$ cat config.mk
export PLATFORM = sky130hd
export DESIGN_NAME = accumulator_alu_with_flags_top
export DESIGN_NICKNAME = d
export VERILOG_FILES = /design/src/rtl/aluf_pkg.sv /design/src/rtl/aluf_core.sv /design/src/rtl/accumulator_alu_with_flags_top.sv
export VERILOG_INCLUDE_DIRS = /design/src /design/src/rtl
export SDC_FILE = /design/constraint.sdc
export NUM_CORES = 1
export LEC_CHECK = 0
export BUFFER_PORTS_ARGS = -buffer_cell sky130_fd_sc_hd__buf_2
export CAP_MARGIN = 20
export CORE_UTILIZATION = 59
export CTS_CLUSTER_SIZE = 8
export DETAILED_ROUTE_END_ITERATION = 8
export GPL_TIMING_DRIVEN = 0
export PLACE_DENSITY = 0.77
export RECOVER_POWER = 50
export SLEW_MARGIN = 0
export SYNTH_ARGS = -nofsm -noshare
export SYNTH_HDL_FRONTEND = slang
export SYNTH_SLANG_ARGS = --single-unit
$ cat constraint.sdc
create_clock -name clk -period 4.36 [get_ports clk]
set_input_delay 0.218 -clock clk [delete_from_list [all_inputs] [get_ports clk]]
set_output_delay 0.218 -clock clk [all_outputs]
set_load 0.01 [all_outputs]
$ cat src/rtl/accumulator_alu_with_flags_top_defines.svh
`ifndef ACCUMULATOR_ALU_WITH_FLAGS_TOP_DEFINES_SVH
`define ACCUMULATOR_ALU_WITH_FLAGS_TOP_DEFINES_SVH

// same-cycle implication
`define ALUF_ASSERT_SAME(lbl, clk, rst_n, ante, cons, msg) \
	lbl: assert property (@(posedge clk) disable iff (!rst_n) (ante) |-> (cons)) \
		else $error(msg);

// next-cycle implication
`define ALUF_ASSERT_NEXT(lbl, clk, rst_n, ante, cons, msg) \
	lbl: assert property (@(posedge clk) disable iff (!rst_n) (ante) |=> (cons)) \
		else $error(msg);

`endif

$ cat src/rtl/aluf_pkg.sv
`timescale 1ns / 1ps

package aluf_pkg;

	localparam int FLAG_Z_BIT = 7;
	localparam int FLAG_N_BIT = 6;
	localparam int FLAG_H_BIT = 5;
	localparam int FLAG_C_BIT = 4;

	typedef enum logic [3:0] {
		OP_ADD  = 4'd0,
		OP_ADC  = 4'd1,
		OP_SUB  = 4'd2,
		OP_SBC  = 4'd3,
		OP_AND  = 4'd4,
		OP_XOR  = 4'd5,
		OP_OR   = 4'd6,
		OP_CP   = 4'd7,
		OP_INC  = 4'd8,
		OP_DEC  = 4'd9,
		OP_RLCA = 4'd10,
		OP_RRCA = 4'd11,
		OP_RRA  = 4'd12,
		OP_CPL  = 4'd13,
		OP_CCF  = 4'd14
	} op_t;

	typedef struct packed {
		op_t        op;
		logic [7:0] a_value;
		logic [7:0] operand;
		logic [7:0] flags_in;
	} cmd_t;

	typedef struct packed {
		logic [7:0] result;
		logic [7:0] flags_out;
	} rsp_t;

endpackage

$ cat src/rtl/aluf_core.sv
`timescale 1ns / 1ps

module aluf_core (
	input  aluf_pkg::cmd_t cmd,
	output aluf_pkg::rsp_t rsp
);

	logic       cin;
	logic [8:0] add_full;
	logic [4:0] add_half;
	logic [8:0] sub_full;
	logic [4:0] sub_half;
	logic [7:0] res;
	logic       z_fl;
	logic       n_fl;
	logic       h_fl;
	logic       c_fl;
	logic       use_cin;
	logic       fz_in;
	logic       fc_in;

	assign fz_in   = cmd.flags_in[aluf_pkg::FLAG_Z_BIT];
	assign fc_in   = cmd.flags_in[aluf_pkg::FLAG_C_BIT];
	assign use_cin = (cmd.op == aluf_pkg::OP_ADC) || (cmd.op == aluf_pkg::OP_SBC);
	assign cin     = use_cin & fc_in;

	assign add_full = {1'b0, cmd.a_value} + {1'b0, cmd.operand} + {8'd0, cin};
	assign add_half = {1'b0, cmd.a_value[3:0]} + {1'b0, cmd.operand[3:0]} + {4'd0, cin};
	assign sub_full = {1'b0, cmd.a_value} - {1'b0, cmd.operand} - {8'd0, cin};
	assign sub_half = {1'b0, cmd.a_value[3:0]} - {1'b0, cmd.operand[3:0]} - {4'd0, cin};

	always_comb begin
		res  = cmd.a_value;
		z_fl = fz_in;
		n_fl = cmd.flags_in[aluf_pkg::FLAG_N_BIT];
		h_fl = cmd.flags_in[aluf_pkg::FLAG_H_BIT];
		c_fl = fc_in;
		case (cmd.op)
			aluf_pkg::OP_ADD, aluf_pkg::OP_ADC: begin
				res  = add_full[7:0];
				z_fl = (add_full[7:0] == 8'd0);
				n_fl = 1'b0;
				h_fl = add_half[4];
				c_fl = add_full[8];
			end
			aluf_pkg::OP_SUB, aluf_pkg::OP_SBC, aluf_pkg::OP_CP: begin
				if (cmd.op != aluf_pkg::OP_CP) begin
					res = sub_full[7:0];
				end
				z_fl = (sub_full[7:0] == 8'd0);
				n_fl = 1'b1;
				h_fl = sub_half[4];
				c_fl = sub_full[8];
			end
			aluf_pkg::OP_AND: begin
				res  = cmd.a_value & cmd.operand;
				z_fl = ((cmd.a_value & cmd.operand) == 8'd0);
				n_fl = 1'b0;
				h_fl = 1'b1;
				c_fl = 1'b0;
			end
			aluf_pkg::OP_XOR: begin
				res  = cmd.a_value ^ cmd.operand;
				z_fl = ((cmd.a_value ^ cmd.operand) == 8'd0);
				n_fl = 1'b0;
				h_fl = 1'b0;
				c_fl = 1'b0;
			end
			aluf_pkg::OP_OR: begin
				res  = cmd.a_value | cmd.operand;
				z_fl = ((cmd.a_value | cmd.operand) == 8'd0);
				n_fl = 1'b0;
				h_fl = 1'b0;
				c_fl = 1'b0;
			end
			aluf_pkg::OP_INC: begin
				res  = cmd.a_value + 8'd1;
				z_fl = (cmd.a_value == 8'hff);
				n_fl = 1'b0;
				h_fl = (cmd.a_value[3:0] == 4'hf);
			end
			aluf_pkg::OP_DEC: begin
				res  = cmd.a_value - 8'd1;
				z_fl = (cmd.a_value == 8'd1);
				n_fl = 1'b1;
				h_fl = (cmd.a_value[3:0] == 4'h0);
			end
			aluf_pkg::OP_RLCA: begin
				res  = {cmd.a_value[6:0], cmd.a_value[7]};
				z_fl = 1'b0;
				n_fl = 1'b0;
				h_fl = 1'b0;
				c_fl = cmd.a_value[7];
			end
			aluf_pkg::OP_RRCA: begin
				res  = {cmd.a_value[0], cmd.a_value[7:1]};
				z_fl = 1'b0;
				n_fl = 1'b0;
				h_fl = 1'b0;
				c_fl = cmd.a_value[0];
			end
			aluf_pkg::OP_RRA: begin
				res  = {fc_in, cmd.a_value[7:1]};
				z_fl = 1'b0;
				n_fl = 1'b0;
				h_fl = 1'b0;
				c_fl = cmd.a_value[0];
			end
			aluf_pkg::OP_CPL: begin
				res  = ~cmd.a_value;
				n_fl = 1'b1;
				h_fl = 1'b1;
			end
			aluf_pkg::OP_CCF: begin
				n_fl = 1'b0;
				h_fl = 1'b0;
				c_fl = ~fc_in;
			end
			default: begin
				res = cmd.a_value;
			end
		endcase
	end

	assign rsp.result    = res;
	assign rsp.flags_out = {z_fl, n_fl, h_fl, c_fl, 4'b0000};

endmodule

$ cat src/rtl/accumulator_alu_with_flags_top.sv
`timescale 1ns / 1ps
// Eight-bit accumulator ALU with Z/N/H/C flags.
// Command channel: drive cmd (op, a_value, operand, flags_in) and pulse start;
// a beat is taken at each rising edge with start high and busy low. busy is
// always low, so a new beat may be issued every cycle.
// Result channel: done is high for exactly one cycle with rsp (result,
// flags_out) valid in that cycle; the receiver must take it then and
// cannot hold it off.
// Pipeline: an accepted beat goes into an input register, then through one
// combinational ALU pass into a result register. Throughput: one beat
// per cycle, in order.
// Reset (arst_n low, asynchronous) drops any beat in flight and clears done;
// no state survives between beats.
// flags_out always has its low nibble zero; the low nibble of flags_in
// is ignored.

`include "accumulator_alu_with_flags_top_defines.svh"

module accumulator_alu_with_flags_top (
	input  logic           clk,
	input  logic           arst_n,
	input  logic           start,
	output logic           busy,
	input  aluf_pkg::cmd_t cmd,
	output logic           done,
	output aluf_pkg::rsp_t rsp
);

	logic           valid_s1;
	aluf_pkg::cmd_t cmd_s1;
	aluf_pkg::rsp_t rsp_comb;
	logic           done_s2;
	aluf_pkg::rsp_t rsp_s2;
	logic           accept;

	assign busy   = 1'b0;
	assign accept = start & ~busy;

	always_ff @(posedge clk or negedge arst_n) begin
		if (!arst_n) begin
			valid_s1 <= 1'b0;
			done_s2  <= 1'b0;
		end else begin
			valid_s1 <= accept;
			done_s2  <= valid_s1;
		end
	end

	always_ff @(posedge clk) begin
		if (accept) begin
			cmd_s1 <= cmd;
		end
		if (valid_s1) begin
			rsp_s2 <= rsp_comb;
		end
	end

	aluf_core u_core (
		.cmd (cmd_s1),
		.rsp (rsp_comb)
	);

	assign done = done_s2;
	assign rsp  = rsp_s2;

	`ALUF_ASSERT_NEXT(a_accept_loads, clk, arst_n, accept, valid_s1, "accepted beat not staged")
	`ALUF_ASSERT_NEXT(a_stage_to_done, clk, arst_n, valid_s1, done_s2, "staged beat lost")
	`ALUF_ASSERT_NEXT(a_no_spurious, clk, arst_n, !valid_s1, !done_s2, "result without beat")
	`ALUF_ASSERT_SAME(a_low_nibble, clk, arst_n, done_s2, rsp_s2.flags_out[3:0] == 4'd0, "flag low nibble set")
	`ALUF_ASSERT_NEXT(a_cp_keeps_a, clk, arst_n, valid_s1 && (cmd_s1.op == aluf_pkg::OP_CP), rsp_s2.result == $past(cmd_s1.a_value), "CP changed A")

endmodule
==> impl_results.rst, run 1 <==
.. list-table::
   :header-rows: 1

   * - Metric
     - Value
   * - Hold Path Class
     - input pin to register
   * - Crit path max fanout
     - 10
   * - Clock edge transition at the registers on the reported setup and hold paths
     - ~0.080 ns
   * - Clk_skew
     - 0.00423 ns
   * - # placed instances
     - around 530
   * - Max-slew violations
     - 0
   * - Clock latency reported for the late side of the worst-skew pair
     - ~0.3 ns
   * - Data required time at the worst endpoint
     - around 4.5 ns
   * - Resized Gates After CTS
     - 0
   * - Compound-Gate Fraction of Synth Area
     - 22.3%
   * - Share of synthesized cell area in full adder, half adder and majority cells
     - ~14%
   * - Total overflow reported by the global router
     - 0
   * - Final critical-path share of the clock period
     - approximately nine tenths
   * - Asr flop ratio synth
     - 5.26%
   * - EDFF count, synth
     - 36
   * - Total half-perimeter wirelength after legalization and detailed placement
     - 8.48 mm
   * - Worst setup EP type
     - register
   * - Slew at the pin with the worst max-slew slack
     - between 1 and 1.5 ns
   * - RSZ-0062 raised after global routing
     - no
   * - Post-Place Worst Slack
     - a little under 0.6 ns
   * - Number of antenna cells inserted
     - 0
   * - Final setup TNS
     - 0 ns
   * - Number of warnings printed during yosys synthesis
     - 0
   * - Initial antenna violation count
     - 0
   * - Total power per unit cell area
     - roughly 320 nW/um2
   * - Count of buffers from port buffering
     - 39
   * - Max Freq
     - approximately 0.25 GHz
   * - Number of buffers on the longest clock path
     - 2
   * - Worst-case headroom to the max-slew limit
     - under 10%
   * - Share of cells above drive strength 1
     - between 10% and 20%
   * - Number of cells on the worst hold path
     - 1
   * - Hold Violations, Final
     - 0
   * - Critical path data arrival time
     - ~4.2 ns
   * - Worst vdd rail ir drop
     - between 0.2 and 0.25 mV
   * - Horizontal extent of the die
     - about 80 um
   * - Die height
     - just over 80 um
   * - TritonCTS sink count
     - 38
   * - Fraction of the yosys area taken by sequential cells
     - just over 30%
   * - Top cells by count, synth
     - sky130_fd_sc_hd__edfxtp_1 (36), sky130_fd_sc_hd__nor2_1 (36), sky130_fd_sc_hd__ha_1 (34), sky130_fd_sc_hd__inv_1 (30), sky130_fd_sc_hd__nand2_1 (28)
   * - Minimum clock period after layout
     - roughly 4.0 ns
   * - Area fraction of the dominant cell type after synthesis
     - about 30%
   * - Synthesized flop and latch total
     - 38
   * - Count of standard-cell rows
     - 28
   * - Largest area contributor in the netlist
     - sky130_fd_sc_hd__edfxtp_1
   * - Boundary pin count
     - between 40 and 50
   * - Wire length of the first global-routing pass
     - roughly 18 mm
   * - Main area contributors after synthesis
     - sky130_fd_sc_hd__edfxtp_1 (30%), sky130_fd_sc_hd__ha_1 (12%), sky130_fd_sc_hd__xnor2_1 (3.9%), sky130_fd_sc_hd__a21oi_1 (3.7%), sky130_fd_sc_hd__nor2_1 (3.7%)
   * - Area added between synthesis and finish
     - 11.1%
   * - Outcome
     - finished clean
   * - Leakage
     - 1.64 nW
   * - Number of library cell types mapped by synthesis
     - 73
   * - Largest net degree at the start of global routing
     - 26
   * - Simple-gate share of the synthesized area
     - about a fifth
   * - Final WL
     - approximately 11 mm
   * - GRT Util Overall
     - 37.1%
   * - Final RePlAce weighted congestion
     - a little over 1
   * - Drt pass-1 iters
     - 8
   * - Routed vias
     - 3604
   * - Depth of the most critical reg-to-reg path
     - 12
   * - Share of synthesized area spent on multiplexers
     - less than 1%
   * - Remaining number of nets flagged by the antenna check after routing
     - 0
   * - Cell count after synthesis
     - 409
   * - Floorplan die area
     - ~6500 um2
   * - H-tree depth
     - 2
   * - Number of global-route vias before repair
     - around 3.4k
   * - Worst hold slack after final layout
     - between 0.08 and 0.09 ns
   * - Post-route setup slack
     - between 0.3 and 0.4 ns
   * - Floorplan core area
     - 5920 um2
   * - Type of the setup path with the least slack
     - register to register
   * - Max_cap viols
     - 0
   * - WL per Instance
     - ~21 um
   * - Most instantiated flip-flop cell in the synthesis netlist
     - sky130_fd_sc_hd__edfxtp_1
   * - Synthesized area divided by synthesized cell count
     - around 9 um2
   * - CTS root buf
     - sky130_fd_sc_hd__clkbuf_8
   * - TritonCTS clock tree
     - done
   * - Cts bufs inserted
     - 5
   * - Starting density of the core
     - 61.3%
   * - DRC errors left
     - 0
   * - CP Launch Type
     - register
   * - Number of DRC markers in iteration 0
     - around 680
   * - Largest family of logic cells by synthesized area
     - compound AO/OA/AOI/OAI gates
   * - Final net count
     - approximately 530
   * - DR vias/cell
     - between 6 and 7
   * - Final instance count without filler cells
     - roughly 540
   * - Post-synthesis xor/xnor area fraction
     - 4.83%
   * - Total setup violations reported at the end of the flow
     - 0
   * - Post-Syn Area
     - approximately 3600 um2
## worst max-delay path, cell delays in order (launching register included)
cell and delay (ns):
sky130_fd_sc_hd__edfxtp_1 0.48, sky130_fd_sc_hd__buf_2 0.32, sky130_fd_sc_hd__buf_1 0.50, sky130_fd_sc_hd__nor2_1 0.12, sky130_fd_sc_hd__nand3_1 0.19, sky130_fd_sc_hd__inv_1 0.07
sky130_fd_sc_hd__fa_1 0.58, sky130_fd_sc_hd__ha_1 0.27, sky130_fd_sc_hd__xnor2_1 0.36, sky130_fd_sc_hd__nor4b_2 0.40, sky130_fd_sc_hd__nand4b_1 0.15, sky130_fd_sc_hd__o31ai_1 0.26
sky130_fd_sc_hd__a31o_1 0.15
## flip-flops by register name (all words and copies together), names as in the netlist
name,flops
rsp,12
valid_s1,1
cmd_s1,24
done,1
## layout make-up
| class | instances | area, um2 |
|---|---|---|
| flip-flops and latches | 38 | 1130 |
| multi-input cells | 314 | 2220 |
| well taps | 75 | 93.8 |
| inverters | 32 | 120 |
| fillers | 513 | 1890 |
| clock buffers | 8 | 90.1 |
| repair buffers | 40 | 203 |
| plain buffers | 29 | 170 |
## what timing repair did
action                                 4_1_cts  5_1_grt
endpoints found under the hold margin        2        0
setup buffers                                0        0
hold buffers                                 1        0
## layer usage
layer  share of wire (%)  vias to the layer above  GRT usage (%)
met3                  13                       55           8.18
met4                 3.4                        0           14.5
met2                  45                      305           58.4
met5                   0                        -              0
met1                  38                     1647           49.2
li1                    -                     1597              -
## through the flow
stage | cell area [um2] | util [%] | power (mW)
floorplan | 3640 | - | 0.844
global placement | 3930 | 66.4 | 0.992
detailed placement | 3930 | 66.4 | 1.00
CTS | 4030 | 68.1 | 1.26
global route | 4030 | 68.1 | 1.34
finish | 4030 | 68.1 | 1.28
## worst paths after layout
check | from | to | slack, ns
worst max-delay path | cmd_s1[27] | rsp[7] | 0.36
worst min-delay path | cmd[10] | cmd_s1[10] | 0.09
worst max register to register | cmd_s1[27] | rsp[7] | 0.36
worst min register to register | cmd_s1[5] | rsp[5] | 0.63
max in group asynchronous | arst_n | valid_s1 | 3.98
min in group asynchronous | arst_n | done | 0.24
## where the power goes
group	internal, mW	switching, mW
clock	0.129	0.134
combinational	0.210	0.337
sequential	0.448	0.0242
## cells in the final DEF, fill, tap and decap left out, types with 13 or more instances in the layout
master / n
sky130_fd_sc_hd__a21oi_1: 27
sky130_fd_sc_hd__buf_2: 50
sky130_fd_sc_hd__edfxtp_1: 36
sky130_fd_sc_hd__ha_1: 34
sky130_fd_sc_hd__inv_1: 30
sky130_fd_sc_hd__nand2_1: 28
sky130_fd_sc_hd__nor2_1: 36
sky130_fd_sc_hd__nor3_1: 13
sky130_fd_sc_hd__o21ai_0: 25
sky130_fd_sc_hd__xnor2_1: 16
## cells by family after synthesis
group                      after synthesis
AOI/OAI and AO/OA                      120
muxes                                    2
buffers and inverters                   61
adders and majority gates               38
and+or+nand+nor                        129
xor gates and xnor gates                20
DFF                                     38
other                                    1
No activity file was read; power rests on OpenSTA's default activity.
==> inputs of run 2 (changes only) <==
- SYNTH_HIERARCHICAL: unset -> 1
==> impl_results.rst, run 2 <==
.. list-table::
   :header-rows: 1

   * - Metric
     - Value
   * - Critical path data arrival time
     - just under 4 ns
   * - H-tree depth
     - 2
   * - Outcome
     - finished clean
   * - Switching power as a share of total power
     - about two fifths
   * - Number of antenna cells inserted
     - 0
   * - Depth of the most critical reg-to-reg path
     - 13
   * - Starting density of the core
     - about three fifths
   * - NetSw
     - just under 0.5 mW
   * - Final net count
     - between 500 and 600
   * - Boundary pin count
     - between 40 and 50
   * - Slew at the pin with the worst max-slew slack
     - between 1 and 1.5 ns
   * - Initial antenna violation count
     - 0
   * - TritonCTS clock tree
     - done
   * - Number of warnings printed during yosys synthesis
     - 6
   * - Post-Syn Area
     - about 3600 um2
   * - GRT Util Overall
     - between 30% and 40%
   * - Hold Violations, Final
     - 0
   * - Cell with the largest stage delay on the worst path
     - sky130_fd_sc_hd__fa_1
   * - Floorplan die area
     - between 6000 and 7000 um2
   * - Floorplan core area
     - roughly 6000 um2
   * - Clk_skew
     - ~0.013 ns
   * - Internal power
     - a little over 0.8 mW
   * - Minimum clock period after layout
     - 3.81 ns
   * - First element of the critical path
     - cmd_s1[27]
   * - Buffers inserted during post-CTS setup optimization
     - 0
   * - Largest net degree at the start of global routing
     - 26
   * - Worst-case headroom to the max-slew limit
     - about 4.3%
   * - Number of global-route vias before repair
     - 3313
   * - WL per Instance
     - 21.9 um
   * - Crit path max fanout
     - 10
   * - Source of the worst register-to-register timing path
     - cmd_s1[27]
   * - Total setup violations reported at the end of the flow
     - 0
   * - Data required time at the worst endpoint
     - roughly 4.4 ns
   * - Post-route setup slack
     - 0.548 ns
   * - Final setup TNS
     - 0 ns
   * - DRC errors left
     - 0
   * - Share of cells above drive strength 1
     - between 10% and 20%
   * - Largest Register
     - cmd_s1
   * - Register-to-register path setup slack
     - 0.55 ns
   * - Max-slew violations
     - 0
   * - Remaining number of nets flagged by the antenna check after routing
     - 0
   * - Top library cells by usage in the layout, fill and taps aside
     - sky130_fd_sc_hd__buf_2 (45), sky130_fd_sc_hd__edfxtp_1 (40), sky130_fd_sc_hd__ha_1 (34), sky130_fd_sc_hd__nor2_1 (33), sky130_fd_sc_hd__inv_1 (29)
   * - Drt pass-1 iters
     - 7
   * - Final critical-path share of the clock period
     - ~90%
   * - Cts bufs inserted
     - 5
   * - Flip-flop count of the largest register, all copies and words added
     - 24
   * - Worst hold slack after final layout
     - 0.0797 ns
   * - RSZ-0062 raised after global routing
     - no
   * - Count of standard-cell rows
     - 28
   * - Worst vdd rail ir drop
     - 0.184 mV
   * - Type of the setup path with the least slack
     - register to register
   * - Final WL
     - 11.5 mm
   * - Portion of total power attributed to sequential cells
     - between 30% and 40%
   * - Hold Path Class
     - input pin to register
   * - DR vias/cell
     - 6.74
   * - Worst path cell trace
     - buf_2 > buf_4 > nor2_1 > nand3_1 > fa_1 > fa_1 > o21a_1 > nor2_1 > o21ai_0 > a31oi_1 > xnor2_1 > o22ai_1 > buf_4
   * - Total non-filler cell area in the finished layout
     - 4070 um2
   * - Count of buffers from port buffering
     - between 40 and 50
   * - Total power
     - approximately 1.3 mW
   * - Clock edge transition at the registers on the reported setup and hold paths
     - ~0.09 ns
   * - Die height
     - approximately 81 um
   * - CP Launch Type
     - register
   * - Area added between synthesis and finish
     - 11.6%
   * - Cell count after synthesis
     - between 300 and 400
   * - Synthesized area divided by synthesized cell count
     - between 9 and 10 um2
   * - CTS root buf
     - sky130_fd_sc_hd__clkbuf_8
   * - Wire length of the first global-routing pass
     - roughly 17 mm
   * - Number of DRC markers in iteration 0
     - 525
   * - Resized Gates After CTS
     - 0
   * - TritonCTS sink count
     - 42
   * - Start point of the worst hold path
     - cmd[6]
   * - Number of buffers on the longest clock path
     - 2
   * - Critical register-to-register path endpoint
     - rsp[4]
   * - Destination of the worst hold path
     - cmd_s1[6]
   * - Clock latency reported for the late side of the worst-skew pair
     - about 0.30 ns
   * - Horizontal extent of the die
     - between 80 and 90 um
   * - Power share of the clock group
     - 20.1%
   * - Number of cells on the worst hold path
     - 1
   * - Peak per-stage delay on the critical path
     - roughly 0.48 ns
   * - Routed vias
     - between 3k and 4k
   * - Final RePlAce weighted congestion
     - 0.985
   * - Total overflow reported by the global router
     - 0
   * - Max_cap viols
     - 0
   * - Max Freq
     - roughly 0.26 GHz
   * - Most common cell after layout, fill and taps aside
     - sky130_fd_sc_hd__buf_2
   * - Logic pwr share
     - around two fifths
   * - Leakage
     - between 1.5 and 2 nW
   * - Total half-perimeter wirelength after legalization and detailed placement
     - 8.82 mm
   * - Post-Place Worst Slack
     - between 0.6 and 0.7 ns
   * - Total power per unit cell area
     - approximately 320 nW/um2
   * - Placed instance area
     - approximately 4000 um2
   * - Worst setup EP type
     - register
run 2: worst max-delay path by stage:
stage,to,cells past startpoint
6_report,rsp[4],13
5_1_grt,rsp[4],13
4_1_cts,rsp[4],13
3_5_place_dp,rsp[4],13
3_3_place_gp,rsp[4],13
2_1_floorplan,rsp[4],13
run 2: layout make-up:
cell class | instances | area [um2]
Multi-Input combinational cell | 294 | 2100
Fill cell | 494 | 1880
Sequential cell | 42 | 1250
Timing Repair Buffer | 44 | 223
Buffer | 30 | 196
Inverter | 31 | 116
Tap cell | 75 | 93.8
Clock buffer | 5 | 68.8
Clock inverter | 3 | 25.0
run 2: power groups by stage:
stage	Clock (mW)	Combinational (mW)	Sequential, mW
finish	0.261	0.521	0.520
global route	0.282	0.556	0.526
CTS	0.269	0.500	0.520
detailed placement	0	0.497	0.529
global placement	0	0.489	0.527
floorplan	0	0.335	0.534
run 2: timing repair:
action | 4_1_cts | 5_1_grt
endpoints found under the setup margin | 0 | 0
hold buffers | 1 | 0
hold endpoints to repair | 2 | 0
run 2: routing by layer:
layer | track usage (%) | wire [um] | part of all wire (%)
met5 | 0 | 0 | 0
met4 | 18.0 | 544 | 4.7
met3 | 11.5 | 1250 | 11
met2 | 59.7 | 5190 | 45
met1 | 45.3 | 4500 | 39
run 2: through the flow:
step	utilization, %	cells
floorplan	-	397
CTS	68.4	524
finish	68.4	524
global placement	66.7	515
global route	68.4	524
detailed placement	66.7	515
run 2: worst max-delay path, delay by kind of cell (launching register included):
family                   cells  cell delay, ns
AO/OA/AOI/OAI                4            0.91
XOR/XNOR                     1            0.17
adder cells (fa/ha/maj)      2            0.94
flip-flops                   1            0.36
buffers and inverters        3            0.53
AND/OR/NAND/NOR              3            0.67
